--- src/hdl/ibase_pkg.sv ---
// ----------------------------------------------------------------------------
// ibase_pkg
// Shared constants, types and helper functions of the integer to base text
// converter.
// ----------------------------------------------------------------------------
package ibase_pkg;

    localparam int C_VALUE_BITS = 32;
    localparam int C_BASE_BITS  = 6;
    localparam int C_CHAR_BITS  = 7;

    localparam logic [C_BASE_BITS-1:0] C_BASE_RESET    = 6'd10;
    localparam logic [C_BASE_BITS-1:0] C_RADIX_MIN     = 6'd2;
    localparam logic [C_BASE_BITS-1:0] C_RADIX_MAX     = 6'd36;
    localparam logic [C_BASE_BITS-1:0] C_DECIMAL_LIMIT = 6'd10;

    localparam logic [C_CHAR_BITS-1:0] C_ASCII_ZERO    = 7'd48;
    localparam logic [C_CHAR_BITS-1:0] C_ASCII_UPPER_A = 7'd65;
    localparam logic [C_CHAR_BITS-1:0] C_ASCII_MINUS   = 7'd45;

    typedef logic [C_BASE_BITS-1:0] t_digit;
    typedef logic [C_CHAR_BITS-1:0] t_char;

    typedef struct packed {
        logic clear;
        logic feed;
        logic shift;
    } t_array_ctl;

    function automatic t_digit f_clamp_radix(input t_digit base);
        t_digit radix;
        radix = base;
        if (base < C_RADIX_MIN) begin
            radix = C_RADIX_MIN;
        end else if (base > C_RADIX_MAX) begin
            radix = C_RADIX_MAX;
        end
        return radix;
    endfunction

    function automatic t_char f_digit_to_ascii(input t_digit d);
        t_char code;
        if (d < C_DECIMAL_LIMIT) begin
            code = {1'b0, d} + C_ASCII_ZERO;
        end else begin
            code = {1'b0, d} - {1'b0, C_DECIMAL_LIMIT} + C_ASCII_UPPER_A;
        end
        return code;
    endfunction

endpackage

--- src/hdl/integer_to_base_ascii.sv ---
// ----------------------------------------------------------------------------
// integer_to_base_ascii
// Converts a signed integer to ASCII text in a programmable radix, one
// character per output transaction, most significant character first.
// ----------------------------------------------------------------------------
// One input transaction is taken at a time. Its magnitude is fed one bit per
// cycle into a row of VALUE_BITS digit cells, and the bits ripple up the row
// one cell per cycle. The row is then shifted toward its top cell to drop
// leading zero digits, keeping at least one, and each digit is sent out as
// the output takes it, with a '-' first for negative input. The radix register
// is sampled during conversion and must be written only while the block is
// idle; values below 2 act as 2 and values above 36 act as 36.
// ----------------------------------------------------------------------------
module integer_to_base_ascii #(
    parameter int VALUE_BITS = ibase_pkg::C_VALUE_BITS
) (
    input  logic                  i_clk,
    input  logic                  i_rst_n,
    input  logic                  i_valid,
    output logic                  o_stall,
    input  logic [VALUE_BITS-1:0] i_value,
    input  logic                  i_number_base_we,
    input  ibase_pkg::t_digit     i_number_base,
    output logic                  o_valid,
    input  logic                  i_stall,
    output ibase_pkg::t_char      o_character,
    output logic                  o_last_char
);

    localparam int CNT_W = $clog2(VALUE_BITS + 1);

    localparam logic [2:0] S_IDLE  = 3'd0;
    localparam logic [2:0] S_FEED  = 3'd1;
    localparam logic [2:0] S_DRAIN = 3'd2;
    localparam logic [2:0] S_SKIP  = 3'd3;
    localparam logic [2:0] S_SIGN  = 3'd4;
    localparam logic [2:0] S_EMIT  = 3'd5;

    logic [2:0]            r_state, n_state;
    ibase_pkg::t_digit     r_base;
    logic [VALUE_BITS-1:0] r_mag, n_mag;
    logic                  r_neg, n_neg;
    logic [CNT_W-1:0]      r_cnt, n_cnt;
    logic [CNT_W-1:0]      r_digits, n_digits;
    logic                  r_ovalid, n_ovalid;
    ibase_pkg::t_char      r_char, n_char;
    logic                  r_last, n_last;

    logic                  w_accept;
    logic                  w_slot;
    logic                  w_load;
    logic                  w_skip;
    logic                  w_busy;
    ibase_pkg::t_digit     w_radix;
    ibase_pkg::t_digit     w_top;
    ibase_pkg::t_array_ctl w_ctl;

    assign o_stall  = r_state != S_IDLE;
    assign w_accept = i_valid & ~o_stall;
    assign w_slot   = ~r_ovalid | ~i_stall;
    assign w_radix  = ibase_pkg::f_clamp_radix(r_base);
    assign w_skip   = (w_top == '0) && (r_digits > CNT_W'(1));

    assign w_ctl.clear = w_accept;
    assign w_ctl.feed  = r_state == S_FEED;
    assign w_ctl.shift = ((r_state == S_SKIP) && w_skip) ||
                         ((r_state == S_EMIT) && w_slot);

    ibase_array #(
        .CELLS (VALUE_BITS)
    ) u_array (
        .i_clk       (i_clk),
        .i_rst_n     (i_rst_n),
        .i_ctl       (w_ctl),
        .i_bit       (r_mag[VALUE_BITS-1]),
        .i_radix     (w_radix),
        .o_top_digit (w_top),
        .o_busy      (w_busy)
    );

    always_comb begin
        n_state  = r_state;
        n_mag    = r_mag;
        n_neg    = r_neg;
        n_cnt    = r_cnt;
        n_digits = r_digits;
        n_char   = r_char;
        n_last   = r_last;
        w_load   = 1'b0;
        case (r_state)
            S_IDLE: begin
                if (w_accept) begin
                    n_neg   = i_value[VALUE_BITS-1];
                    n_mag   = i_value[VALUE_BITS-1] ? (~i_value + 1'b1) : i_value;
                    n_cnt   = '0;
                    n_state = S_FEED;
                end
            end
            S_FEED: begin
                n_mag = r_mag << 1;
                n_cnt = r_cnt + 1'b1;
                if (r_cnt == CNT_W'(VALUE_BITS - 1)) begin
                    n_state = S_DRAIN;
                end
            end
            S_DRAIN: begin
                n_digits = CNT_W'(VALUE_BITS);
                if (!w_busy) begin
                    n_state = S_SKIP;
                end
            end
            S_SKIP: begin
                if (w_skip) begin
                    n_digits = r_digits - 1'b1;
                end else begin
                    n_state = r_neg ? S_SIGN : S_EMIT;
                end
            end
            S_SIGN: begin
                if (w_slot) begin
                    w_load  = 1'b1;
                    n_char  = ibase_pkg::C_ASCII_MINUS;
                    n_last  = 1'b0;
                    n_state = S_EMIT;
                end
            end
            S_EMIT: begin
                if (w_slot) begin
                    w_load   = 1'b1;
                    n_char   = ibase_pkg::f_digit_to_ascii(w_top);
                    n_last   = r_digits == CNT_W'(1);
                    n_digits = r_digits - 1'b1;
                    if (r_digits == CNT_W'(1)) begin
                        n_state = S_IDLE;
                    end
                end
            end
            default: begin
                n_state = S_IDLE;
            end
        endcase
        n_ovalid = w_load | (r_ovalid & i_stall);
    end

    always_ff @(posedge i_clk) begin
        if (!i_rst_n) begin
            r_state  <= S_IDLE;
            r_base   <= ibase_pkg::C_BASE_RESET;
            r_ovalid <= 1'b0;
            r_cnt    <= '0;
            r_digits <= '0;
            r_neg    <= 1'b0;
        end else begin
            r_state  <= n_state;
            r_ovalid <= n_ovalid;
            r_cnt    <= n_cnt;
            r_digits <= n_digits;
            r_neg    <= n_neg;
            if (i_number_base_we) begin
                r_base <= i_number_base;
            end
        end
    end

    always_ff @(posedge i_clk) begin
        r_mag  <= n_mag;
        r_char <= n_char;
        r_last <= n_last;
    end

    assign o_valid     = r_ovalid;
    assign o_character = r_char;
    assign o_last_char = r_last;

endmodule

--- src/hdl/ibase_cell.sv ---
// ----------------------------------------------------------------------------
// ibase_cell
// One digit cell: doubles its digit in the current radix and adds the
// incoming bit, passing the overflow on; also shifts digits during readout.
// ----------------------------------------------------------------------------
module ibase_cell (
    input  logic                 i_clk,
    input  ibase_pkg::t_array_ctl i_ctl,
    input  logic                 i_tok,
    input  logic                 i_carry,
    input  ibase_pkg::t_digit    i_radix,
    input  ibase_pkg::t_digit    i_shift_digit,
    output ibase_pkg::t_digit    o_digit,
    output logic                 o_carry
);

    ibase_pkg::t_digit r_digit;
    ibase_pkg::t_digit n_digit;
    logic [ibase_pkg::C_BASE_BITS:0] w_sum;
    logic [ibase_pkg::C_BASE_BITS:0] w_diff;
    logic                            w_ge;

    assign w_sum  = {r_digit, i_carry};
    assign w_ge   = w_sum >= {1'b0, i_radix};
    assign w_diff = w_sum - {1'b0, i_radix};
    assign n_digit = w_ge ? w_diff[ibase_pkg::C_BASE_BITS-1:0]
                          : w_sum[ibase_pkg::C_BASE_BITS-1:0];
    assign o_carry = i_tok & w_ge;
    assign o_digit = r_digit;

    always_ff @(posedge i_clk) begin
        if (i_ctl.clear) begin
            r_digit <= '0;
        end else if (i_ctl.shift) begin
            r_digit <= i_shift_digit;
        end else if (i_tok) begin
            r_digit <= n_digit;
        end
    end

endmodule

--- src/hdl/ibase_array.sv ---
// ----------------------------------------------------------------------------
// ibase_array
// Row of digit cells. Magnitude bits enter cell zero most significant first
// and ripple upward one cell per cycle as a wavefront; for readout the row
// shifts toward the top cell.
// ----------------------------------------------------------------------------
module ibase_array #(
    parameter int CELLS = ibase_pkg::C_VALUE_BITS
) (
    input  logic                  i_clk,
    input  logic                  i_rst_n,
    input  ibase_pkg::t_array_ctl i_ctl,
    input  logic                  i_bit,
    input  ibase_pkg::t_digit     i_radix,
    output ibase_pkg::t_digit     o_top_digit,
    output logic                  o_busy
);

    logic [CELLS-1:0]  w_tok;
    logic [CELLS-1:0]  w_cin;
    logic [CELLS-1:0]  w_cout;
    ibase_pkg::t_digit w_digit [CELLS];
    ibase_pkg::t_digit w_shift [CELLS];
    logic [CELLS-1:1]  r_tok;
    logic [CELLS-1:1]  r_carry;

    assign w_tok[0] = i_ctl.feed;
    assign w_cin[0] = i_bit;
    assign w_tok[CELLS-1:1] = r_tok;
    assign w_cin[CELLS-1:1] = r_carry;

    always_ff @(posedge i_clk) begin
        if (!i_rst_n) begin
            r_tok <= '0;
        end else if (i_ctl.clear) begin
            r_tok <= '0;
        end else begin
            r_tok <= w_tok[CELLS-2:0];
        end
    end

    always_ff @(posedge i_clk) begin
        r_carry <= w_cout[CELLS-2:0];
    end

    genvar j;
    generate
        for (j = 0; j < CELLS; j++) begin : g_cell
            if (j == 0) begin : g_first
                assign w_shift[j] = '0;
            end else begin : g_rest
                assign w_shift[j] = w_digit[j-1];
            end
            ibase_cell u_cell (
                .i_clk         (i_clk),
                .i_ctl         (i_ctl),
                .i_tok         (w_tok[j]),
                .i_carry       (w_cin[j]),
                .i_radix       (i_radix),
                .i_shift_digit (w_shift[j]),
                .o_digit       (w_digit[j]),
                .o_carry       (w_cout[j])
            );
        end
    endgenerate

    assign o_top_digit = w_digit[CELLS-1];
    assign o_busy      = |r_tok;

endmodule

--- config.mk ---
export PLATFORM = sky130hd
export DESIGN_NAME = integer_to_base_ascii
export DESIGN_NICKNAME = d
export VERILOG_FILES = /design/src/hdl/ibase_pkg.sv /design/src/hdl/integer_to_base_ascii.sv /design/src/hdl/ibase_cell.sv /design/src/hdl/ibase_array.sv
export SDC_FILE = /design/constraint.sdc
export NUM_CORES = 1
export LEC_CHECK = 0
export ABC_AREA = 1
export ABC_CLOCK_PERIOD_IN_PS = 9300
export BUFFER_PORTS_ARGS = -buffer_cell sky130_fd_sc_hd__clkbuf_2
export CORE_MARGIN = 2
export CORE_UTILIZATION = 65
export CTS_CLUSTER_DIAMETER = 80
export DETAILED_ROUTE_END_ITERATION = 7
export GPL_ROUTABILITY_DRIVEN = 0
export PLACE_DENSITY = 0.84
export SYNTH_ARGS = -nofsm -noshare
export SYNTH_HDL_FRONTEND = slang
export SYNTH_SLANG_ARGS = --single-unit
--- constraint.sdc ---
create_clock -name i_clk -period 9.3 [get_ports i_clk]
set_input_delay 2.325 -clock i_clk [delete_from_list [all_inputs] [get_ports i_clk]]
set_output_delay 2.325 -clock i_clk [all_outputs]
set_load 0.02 [all_outputs]
==> impl_metrics.xml, run 1 <==
<?xml version="1.0" encoding="UTF-8"?>
<metrics>
  <group name="detailed_routing">
    <metric name="routed.top_layer" unit="">met4</metric>
    <metric name="final_wirelength" unit="mm">68.9</metric>
    <metric name="avgViaCountPerCell" unit="">5.72</metric>
    <metric name="detail-route-antenna-nets" unit="">0</metric>
    <metric name="detailroute.via_count" unit="">27000</metric>
    <metric name="drtPass1Iterations" unit="">6</metric>
    <metric name="met2_length" unit="mm">31.6</metric>
    <metric name="met3_length" unit="mm">4.16</metric>
    <metric name="route.layer.met1.wl" unit="mm">31.0</metric>
    <metric name="number_of_remaining_drc_errors" unit="">0</metric>
    <metric name="detail_route.iter0.violations" unit="">2204</metric>
    <metric name="routed_wire_length_per_instance" unit="microns">14.6</metric>
  </group>
  <group name="die">
    <metric name="floorplan.core_area" unit="sq um">40700</metric>
    <metric name="ioPinCount" unit="">53</metric>
    <metric name="dieWidth" unit="microns">207</metric>
    <metric name="initial_utilization" unit="%">65.6</metric>
    <metric name="dieArea" unit="sq um">42700</metric>
    <metric name="die_h" unit="microns">207</metric>
    <metric name="placementRows" unit="">74</metric>
  </group>
  <group name="critical_path">
    <metric name="endpoint_kind" unit="">flip-flop</metric>
    <metric name="worst-endpoint-required" unit="ns">9.73</metric>
    <metric name="setup.worst_path.class" unit="">input port to flip-flop</metric>
    <metric name="ff2ff_path_depth" unit="">10</metric>
    <metric name="reg_to_reg_endpoint" unit="">u_array.g_cell[0].u_cell.o_digit[0]$_SDFFE_PP0P_</metric>
    <metric name="path_max_fanout" unit="">107</metric>
    <metric name="reg2reg_slack" unit="ns">4.82</metric>
    <metric name="timing.critical_path.arrival" unit="ns">5.22</metric>
    <metric name="critical_path.reg2reg.startpoint" unit="">u_array.g_cell[31].u_cell.o_digit[0]$_SDFFE_PP0P_</metric>
    <metric name="critical_path.endpoint" unit="">u_array.g_cell[0].u_cell.o_digit[0]$_SDFFE_PP0P_</metric>
    <metric name="timing.critical_path.from_type" unit="">input port</metric>
    <metric name="worstSetupStartpoint" unit="">i_stall</metric>
  </group>
  <group name="synthesis">
    <metric name="yosysUniqueCellTypes" unit="">39</metric>
    <metric name="seq_area_frac_synth" unit="%">25.3</metric>
    <metric name="ys.warnings.count" unit="">0</metric>
    <metric name="post_synth.cell_area_avg" unit="sq um">6.43</metric>
    <metric name="async_reset_ff_share" unit="%">0</metric>
    <metric name="yosys_most_used_dff" unit="">sky130_fd_sc_hd__dfxtp_1</metric>
    <metric name="netlist_area" unit="sq um">26700</metric>
    <metric name="syn_inst" unit="">4152</metric>
    <metric name="synth-edff-count" unit="">40</metric>
    <metric name="synth_seq_cells" unit="">317</metric>
    <metric name="synthesis.nets" unit="">4457</metric>
  </group>
  <group name="sta">
    <metric name="max_freq" unit="MHz">209</metric>
    <metric name="fin_worst_hold_slack" unit="ns">0.442</metric>
    <metric name="finClkSkew" unit="ns">0.0244</metric>
    <metric name="fin_crit" unit="ns">4.79</metric>
    <metric name="rsz0062_at_grt" unit="">false</metric>
    <metric name="final_min_period_over_clock_period" unit="%">51.5</metric>
    <metric name="timing.slew.headroom" unit="%">22.5</metric>
    <metric name="report.final.slew_viol_count" unit="">0</metric>
    <metric name="tightestPinTransition" unit="ns">1.16</metric>
    <metric name="timing.final.hold_violations" unit="">0</metric>
    <metric name="setup_tns" unit="ns">0</metric>
    <metric name="finalSetupViolCount" unit="">0</metric>
  </group>
  <group name="clock_tree">
    <metric name="clk-insertion-delay-late" unit="ns">0.56</metric>
    <metric name="cts_max_path_buffers" unit="">3</metric>
    <metric name="cts-root-buf" unit="">sky130_fd_sc_hd__clkbuf_16</metric>
    <metric name="clk_pin_slew" unit="ns">0.06</metric>
    <metric name="clock-sinks" unit="">317</metric>
    <metric name="post_cts_hold_buffer_count" unit="">0</metric>
    <metric name="postCtsResizedCells" unit="">0</metric>
    <metric name="setup_repair_bufs_after_cts" unit="">0</metric>
    <metric name="ctsHtreeMaxLevel" unit="">2</metric>
    <metric name="cts_buffers" unit="">36</metric>
    <metric name="tritoncts_clock_tree" unit="">done</metric>
  </group>
  <group name="global_routing">
    <metric name="grt_start_max_net_pins" unit="">111</metric>
    <metric name="grt_pass1_vias" unit="">24400</metric>
    <metric name="grt_util_all_layers" unit="%">32.3</metric>
    <metric name="antenna_found_initial" unit="">0</metric>
    <metric name="globalRouteOverflowTotal" unit="">0</metric>
    <metric name="global_route_wire_length_before_repair" unit="mm">116</metric>
  </group>
  <group name="place">
    <metric name="place_hpwl" unit="mm">46.0</metric>
    <metric name="port_buffers" unit="">52</metric>
    <metric name="place_area" unit="sq um">27300</metric>
  </group>
  <group name="status">
    <metric name="outcome" unit="">completed</metric>
  </group>
  <group name="cells_and_area">
    <metric name="final_util" unit="%">69.8</metric>
    <metric name="drive_gt1_share" unit="%">4.40</metric>
    <metric name="num-nets-final" unit="">4461</metric>
    <metric name="stdcell_area" unit="sq um">28400</metric>
    <metric name="layout_stage_area_growth_over_the_synthesis_result" unit="%">6.52</metric>
    <metric name="insertedDiodeCount" unit="">0</metric>
  </group>
  <group name="min_path">
    <metric name="timing.hold.worst.class" unit="">flip-flop to flip-flop</metric>
  </group>
  <group name="power">
    <metric name="power.leakage" unit="nW">13.8</metric>
    <metric name="powerDensity" unit="nW/um^2">154</metric>
    <metric name="worst_ir_drop_vdd" unit="mV">0.140</metric>
  </group>
  <group name="flow_run">
    <metric name="drv_cap" unit="">0</metric>
  </group>
</metrics>
-- synth_stat cells, drive strengths merged, types with 32 or more instances --
master	number	area share, %
o21ai	37	0.69
dfxtp	277	21
nand3b	72	2.0
edfxtp	40	4.5
a21oi	281	5.3
nor2	226	3.4
clkbuf	56	0.79
ha	230	11
buf	46	1.1
nand2	1177	17
nand4	342	8.0
nand3	456	8.6
inv	664	9.3
xnor2	97	3.2
fa	32	2.4
nor3	34	0.64
-- worst max-delay path, stage by stage --
cell,delay [ns]
sky130_fd_sc_hd__clkbuf_2,0.08
sky130_fd_sc_hd__nand2_1,0.19
sky130_fd_sc_hd__nand2_8,0.38
sky130_fd_sc_hd__nand2_4,0.75
sky130_fd_sc_hd__buf_4,0.80
sky130_fd_sc_hd__inv_1,0.24
sky130_fd_sc_hd__nand2_1,0.26
sky130_fd_sc_hd__a21oi_1,0.06
-- placed cells by master (no fill, tap or decap), types with 8 or more instances in the layout --
| cell | instances |
|---|---|
| sky130_fd_sc_hd__xnor2_1 | 97 |
| sky130_fd_sc_hd__a21oi_1 | 281 |
| sky130_fd_sc_hd__clkbuf_1 | 8 |
| sky130_fd_sc_hd__clkbuf_8 | 8 |
| sky130_fd_sc_hd__clkbuf_16 | 38 |
| sky130_fd_sc_hd__nand3_1 | 454 |
| sky130_fd_sc_hd__nor2_1 | 200 |
| sky130_fd_sc_hd__nand4_1 | 342 |
| sky130_fd_sc_hd__nor2_2 | 24 |
| sky130_fd_sc_hd__nor3_1 | 33 |
| sky130_fd_sc_hd__clkinv_1 | 27 |
| sky130_fd_sc_hd__o21ai_0 | 37 |
| sky130_fd_sc_hd__dfxtp_1 | 277 |
| sky130_fd_sc_hd__xor2_1 | 16 |
| sky130_fd_sc_hd__inv_1 | 656 |
| sky130_fd_sc_hd__nand3b_1 | 72 |
| sky130_fd_sc_hd__buf_4 | 16 |
| sky130_fd_sc_hd__edfxtp_1 | 40 |
| sky130_fd_sc_hd__nand2_1 | 1173 |
| sky130_fd_sc_hd__ha_1 | 230 |
| sky130_fd_sc_hd__fa_1 | 32 |
| sky130_fd_sc_hd__or2_2 | 20 |
| sky130_fd_sc_hd__clkbuf_2 | 53 |
-- final cells by class --
cell class                      count  area [sq um]
Inverter                          691          2600
Fill cell                        3662         12300
Clock inverter                      8          50.0
Clock buffer                       55          1100
Tap cell                          532           666
Sequential cell                   317          6750
Timing Repair Buffer               68           380
Multi-Input combinational cell   3042         16900
-- registers in the layout (all words and copies together), names as in the netlist --
register                       count
o_character                        7
o_last_char                        1
o_valid                            1
r_base                             6
r_cnt                              6
r_digits                           6
r_mag                             32
r_neg                              1
r_state                            3
u_array.g_cell.u_cell.o_digit    192
u_array.r_carry                   31
u_array.r_tok                     31
-- worst min-delay path by stage --
| stage | cells past startpoint | end | startpoint | slack, ns |
|---|---|---|---|---|
| 3_5_place_dp | 2 | u_array.r_carry[9]$_DFF_P_ | u_array.r_tok[8]$_SDFF_PP0_ | 0.43 |
| 4_1_cts | 2 | u_array.r_carry[23]$_DFF_P_ | u_array.r_tok[22]$_SDFF_PP0_ | 0.44 |
| 5_1_grt | 2 | u_array.r_carry[7]$_DFF_P_ | u_array.r_tok[6]$_SDFF_PP0_ | 0.47 |
| 3_3_place_gp | 2 | u_array.r_carry[20]$_DFF_P_ | u_array.r_tok[19]$_SDFF_PP0_ | 0.43 |
| 2_1_floorplan | 2 | u_array.r_carry[10]$_DFF_P_ | u_array.r_tok[9]$_SDFF_PP0_ | 0.42 |
| 6_report | 2 | u_array.r_carry[9]$_DFF_P_ | u_array.r_tok[8]$_SDFF_PP0_ | 0.44 |
-- metrics by stage --
step	setup WS [ns]	instances	power, mW
3_3_place_gp	4.06	4650	2.94
6_report	4.51	4713	4.37
3_5_place_dp	4.02	4650	2.97
4_1_cts	4.61	4713	4.36
2_1_floorplan	3.16	4152	2.66
5_1_grt	4.27	4713	4.63
-- power breakdown --
part           switching (mW)  internal, mW  leakage (nW)  total (mW)
registers              0.0658          1.54          2.61        1.61
clock network           0.589         0.813         0.568        1.40
logic                   0.943         0.417          10.7        1.36
total                    1.60          2.77          13.8        4.37
-- per-layer routing --
metal	up-vias	GRT usage, %
met2	856	53.5
li1	13700	-
met1	12300	44.0
met4	0	10.8
met5	-	0
met3	140	3.27
-- cells by family (layout without fill, tap and decap cells) --
| kind of cell | Yosys count | in the layout | share of synthesized area, % |
|---|---|---|---|
| AO/OA/AOI/OAI | 336 | 336 | 6.48 |
| flip-flops | 317 | 317 | 25.3 |
| adder cells (fa/ha/maj) | 262 | 262 | 13.2 |
| buffers and inverters | 793 | 822 | 11.6 |
| AND/OR/NAND/NOR | 2331 | 2331 | 39.8 |
| XOR/XNOR | 113 | 113 | 3.71 |
Note: power is estimated with default switching activity, not from simulation.
==> run 2: changes to the inputs <==
Settings changed: ABC_AREA 1 to 0, ABC_CLOCK_PERIOD_IN_PS 9300 to 4700, CORE_UTILIZATION 65 to 64, PLACE_DENSITY 0.84 to 0.83.
Clock period 9.3 ns to 4.7 ns, I/O delays scaled along.
==> run 2 against run 1 <==
- via count down 22%
- synthesized cell count down 34%
- synthesized area decreased by 14%
- critical endpoint is now u_array.g_cell[20].u_cell.o_digit[1]$_SDFFE_PP0P_
==> impl_metrics.xml, run 2 <==
<?xml version="1.0" encoding="UTF-8"?>
<metrics>
  <group name="global_routing">
    <metric name="grt_util_all_layers" unit="%">31.3</metric>
    <metric name="antenna_found_initial" unit="">0</metric>
    <metric name="grt_start_max_net_pins" unit="">122</metric>
    <metric name="globalRouteOverflowTotal" unit="">0</metric>
    <metric name="global_route_wire_length_before_repair" unit="mm">100</metric>
    <metric name="grt_pass1_vias" unit="">20600</metric>
  </group>
  <group name="min_path">
    <metric name="timing.hold.worst.start" unit="">u_array.g_cell[28].u_cell.o_digit[5]$_SDFFE_PP0P_</metric>
    <metric name="timing.hold.worst.class" unit="">flip-flop to flip-flop</metric>
    <metric name="timing.hold.worst_endpoint" unit="">u_array.g_cell[29].u_cell.o_digit[5]$_SDFFE_PP0P_</metric>
    <metric name="worstHoldPathCells" unit="">2</metric>
  </group>
  <group name="cells_and_area">
    <metric name="insertedDiodeCount" unit="">0</metric>
    <metric name="drive_gt1_share" unit="%">6.66</metric>
    <metric name="mostFrequentLayoutCells" unit="">sky130_fd_sc_hd__o21ai_0, sky130_fd_sc_hd__a21oi_1, sky130_fd_sc_hd__dfxtp_1, sky130_fd_sc_hd__ha_1, sky130_fd_sc_hd__nand2_1</metric>
    <metric name="mostFrequentLayoutCell" unit="">sky130_fd_sc_hd__o21ai_0</metric>
    <metric name="layout_stage_area_growth_over_the_synthesis_result" unit="%">8.36</metric>
    <metric name="largest_register_ffs" unit="">192</metric>
    <metric name="num-nets-final" unit="">3040</metric>
    <metric name="final_cells" unit="">3223</metric>
    <metric name="fillerInstances" unit="">2764</metric>
  </group>
  <group name="clock_tree">
    <metric name="clk-insertion-delay-late" unit="ns">0.54</metric>
    <metric name="cts_buffers" unit="">36</metric>
    <metric name="clk_pin_slew" unit="ns">0.06</metric>
    <metric name="clock-sinks" unit="">317</metric>
    <metric name="tritoncts_clock_tree" unit="">done</metric>
    <metric name="cts_max_path_buffers" unit="">3</metric>
    <metric name="post_cts_hold_buffer_count" unit="">0</metric>
    <metric name="ctsHtreeMaxLevel" unit="">2</metric>
    <metric name="setup_repair_bufs_after_cts" unit="">0</metric>
    <metric name="postCtsResizedCells" unit="">0</metric>
    <metric name="cts-root-buf" unit="">sky130_fd_sc_hd__clkbuf_16</metric>
  </group>
  <group name="detailed_routing">
    <metric name="detailroute.via_count" unit="">21000</metric>
    <metric name="detail-route-antenna-nets" unit="">0</metric>
    <metric name="avgViaCountPerCell" unit="">6.51</metric>
    <metric name="detail_route.iter0.violations" unit="">1574</metric>
    <metric name="drtPass1Iterations" unit="">5</metric>
    <metric name="number_of_remaining_drc_errors" unit="">0</metric>
    <metric name="routed_wire_length_per_instance" unit="microns">18.8</metric>
    <metric name="final_wirelength" unit="mm">60.6</metric>
  </group>
  <group name="sta">
    <metric name="fin_crit" unit="ns">3.85</metric>
    <metric name="rsz0062_at_grt" unit="">false</metric>
    <metric name="timing.slew.headroom" unit="%">15.1</metric>
    <metric name="timing.final.hold_violations" unit="">0</metric>
    <metric name="finalSetupViolCount" unit="">0</metric>
    <metric name="tightestPinTransition" unit="ns">1.27</metric>
    <metric name="fin_worst_hold_slack" unit="ns">0.475</metric>
    <metric name="setup_tns" unit="ns">0</metric>
    <metric name="finClkSkew" unit="ns">0.0332</metric>
    <metric name="max_freq" unit="MHz">260</metric>
    <metric name="final.setup.worst_slack" unit="ns">0.855</metric>
    <metric name="report.final.slew_viol_count" unit="">0</metric>
    <metric name="final_min_period_over_clock_period" unit="%">81.8</metric>
  </group>
  <group name="critical_path">
    <metric name="timing.critical_path.from_type" unit="">flip-flop</metric>
    <metric name="setup.worst_path.class" unit="">flip-flop to flip-flop</metric>
    <metric name="ff2ff_path_depth" unit="">10</metric>
    <metric name="reg_to_reg_endpoint" unit="">u_array.g_cell[20].u_cell.o_digit[1]$_SDFFE_PP0P_</metric>
    <metric name="crit_slowest_cell" unit="">sky130_fd_sc_hd__o21ai_0</metric>
    <metric name="worst-endpoint-required" unit="ns">5.13</metric>
    <metric name="critical_path.reg2reg.startpoint" unit="">r_base[2]$_SDFFE_PN0P_</metric>
    <metric name="reg2reg_slack" unit="ns">0.85</metric>
    <metric name="path_buf_inv" unit="">2</metric>
    <metric name="crit_path_max_incr_delay" unit="ns">0.86</metric>
    <metric name="crit_top_cell" unit="">sky130_fd_sc_hd__o21ai_0</metric>
    <metric name="endpoint_kind" unit="">flip-flop</metric>
    <metric name="path_max_fanout" unit="">21</metric>
    <metric name="crit_path_max_delay_family" unit="">compound AO/OA/AOI/OAI gates</metric>
    <metric name="timing.critical_path.cells" unit="">nor4_1, buf_4, a21oi_4, buf_4, ha_1, nand4_1, o21ai_0, o21ai_0, o311a_1, o21ai_0</metric>
    <metric name="timing.critical_path.arrival" unit="ns">4.27</metric>
  </group>
  <group name="place">
    <metric name="place_hpwl" unit="mm">40.6</metric>
    <metric name="placedCellCount" unit="">3158</metric>
    <metric name="place_ws" unit="ns">0.881</metric>
    <metric name="port_buffers" unit="">52</metric>
  </group>
  <group name="status">
    <metric name="outcome" unit="">completed</metric>
  </group>
  <group name="synthesis">
    <metric name="synthesis.nets" unit="">3053</metric>
    <metric name="ys.warnings.count" unit="">0</metric>
    <metric name="synth.largest_area_cell" unit="">sky130_fd_sc_hd__dfxtp_1</metric>
    <metric name="post_synth.cell_area_avg" unit="sq um">8.36</metric>
    <metric name="syn_inst" unit="">2748</metric>
    <metric name="yosys-top-cells-count" unit="">sky130_fd_sc_hd__o21ai_0, sky130_fd_sc_hd__a21oi_1, sky130_fd_sc_hd__dfxtp_1</metric>
    <metric name="yosys.cell_count.top_type" unit="">sky130_fd_sc_hd__o21ai_0</metric>
    <metric name="yosys_most_used_dff" unit="">sky130_fd_sc_hd__dfxtp_1</metric>
    <metric name="yosysUniqueCellTypes" unit="">62</metric>
    <metric name="synthTopCellsByArea" unit="">sky130_fd_sc_hd__dfxtp_1, sky130_fd_sc_hd__ha_1, sky130_fd_sc_hd__o21ai_0</metric>
    <metric name="netlist_area" unit="sq um">23000</metric>
    <metric name="synth_seq_cells" unit="">317</metric>
    <metric name="synth_top_area_share" unit="%">24.1</metric>
    <metric name="seq_area_frac_synth" unit="%">29.4</metric>
    <metric name="synth-edff-count" unit="">40</metric>
    <metric name="async_reset_ff_share" unit="%">0</metric>
  </group>
  <group name="die">
    <metric name="initial_utilization" unit="%">64.7</metric>
    <metric name="ioPinCount" unit="">53</metric>
    <metric name="placementRows" unit="">69</metric>
    <metric name="dieArea" unit="sq um">37400</metric>
    <metric name="floorplan.core_area" unit="sq um">35500</metric>
    <metric name="dieWidth" unit="microns">193</metric>
    <metric name="die_h" unit="microns">193</metric>
  </group>
  <group name="power">
    <metric name="power.leakage" unit="nW">10.2</metric>
    <metric name="powerDensity" unit="nW/um^2">397</metric>
    <metric name="worst_ir_drop_vdd" unit="mV">0.330</metric>
    <metric name="power.total" unit="mW">9.87</metric>
  </group>
  <group name="flow_run">
    <metric name="drv_cap" unit="">0</metric>
  </group>
</metrics>
[run 2: metal layers]
layer,up-vias,track usage [%],routed length [microns]
li1,10100,-,-
met1,10000,39.7,25500
met2,690,54.6,29600
met3,162,3.77,3580
met4,0,11.9,1900
met5,-,0,0
[run 2: worst reg2reg max path, cell delays in order, from the launching register on]
cell	delay, ns
sky130_fd_sc_hd__dfxtp_1	0.43
sky130_fd_sc_hd__nor4_1	0.09
sky130_fd_sc_hd__buf_4	0.16
sky130_fd_sc_hd__a21oi_4	0.76
sky130_fd_sc_hd__buf_4	0.51
sky130_fd_sc_hd__ha_1	0.24
sky130_fd_sc_hd__nand4_1	0.09
sky130_fd_sc_hd__o21ai_0	0.86
sky130_fd_sc_hd__o21ai_0	0.25
sky130_fd_sc_hd__o311a_1	0.18
sky130_fd_sc_hd__o21ai_0	0.17
[run 2: power by group]
group	switching, mW	internal [mW]
Sequential	0.328	3.17
Clock	1.15	1.73
Combinational	2.18	1.30
Total	3.66	6.21
[run 2: cell type report]
type	instances	area (sq um)	share of cell area [%]
multi-input combinational	2141	15200	61.1
sequential	317	6750	27.1
clock buffer	48	1050	4.21
tap	461	577	2.32
timing repair buffer	89	576	2.31
inverter	150	563	2.26
clock inverter	17	170	0.684
[run 2: cells by family after synthesis]
group / Yosys count / synth area share [%]
buf+inv: 290 / 4.74
xor+xnor: 127 / 4.84
compound gates: 1052 / 28.4
flops: 317 / 29.4
simple gates: 582 / 12.1
mux: 118 / 5.22
fa+ha+maj: 262 / 15.3
[run 2: how the worst max path moves through the flow]
stage	endpoint	startpoint	slack [ns]	cells after the start
final	u_array.g_cell[20].u_cell.o_digit[1]$_SDFFE_PP0P_	r_base[2]$_SDFFE_PN0P_	0.85	10
after global placement	u_array.g_cell[1].u_cell.o_digit[2]$_SDFFE_PP0P_	r_base[2]$_SDFFE_PN0P_	0.99	11
after detailed placement	u_array.g_cell[0].u_cell.o_digit[0]$_SDFFE_PP0P_	r_base[2]$_SDFFE_PN0P_	0.88	11
after global routing	u_array.g_cell[26].u_cell.o_digit[0]$_SDFFE_PP0P_	r_base[3]$_SDFFE_PN1P_	0.55	9
after CTS	u_array.g_cell[0].u_cell.o_digit[0]$_SDFFE_PP0P_	r_base[2]$_SDFFE_PN0P_	0.86	11
after floorplan	u_array.g_cell[12].u_cell.o_digit[2]$_SDFFE_PP0P_	r_base[3]$_SDFFE_PN1P_	0.41	10
[run 2: through the flow]
step	area (sq um)	utilization, %
2_1_floorplan	23000	-
3_3_place_gp	23700	66.7
3_5_place_dp	23700	66.7
4_1_cts	24900	70.1
5_1_grt	24900	70.1
6_report	24900	70.1
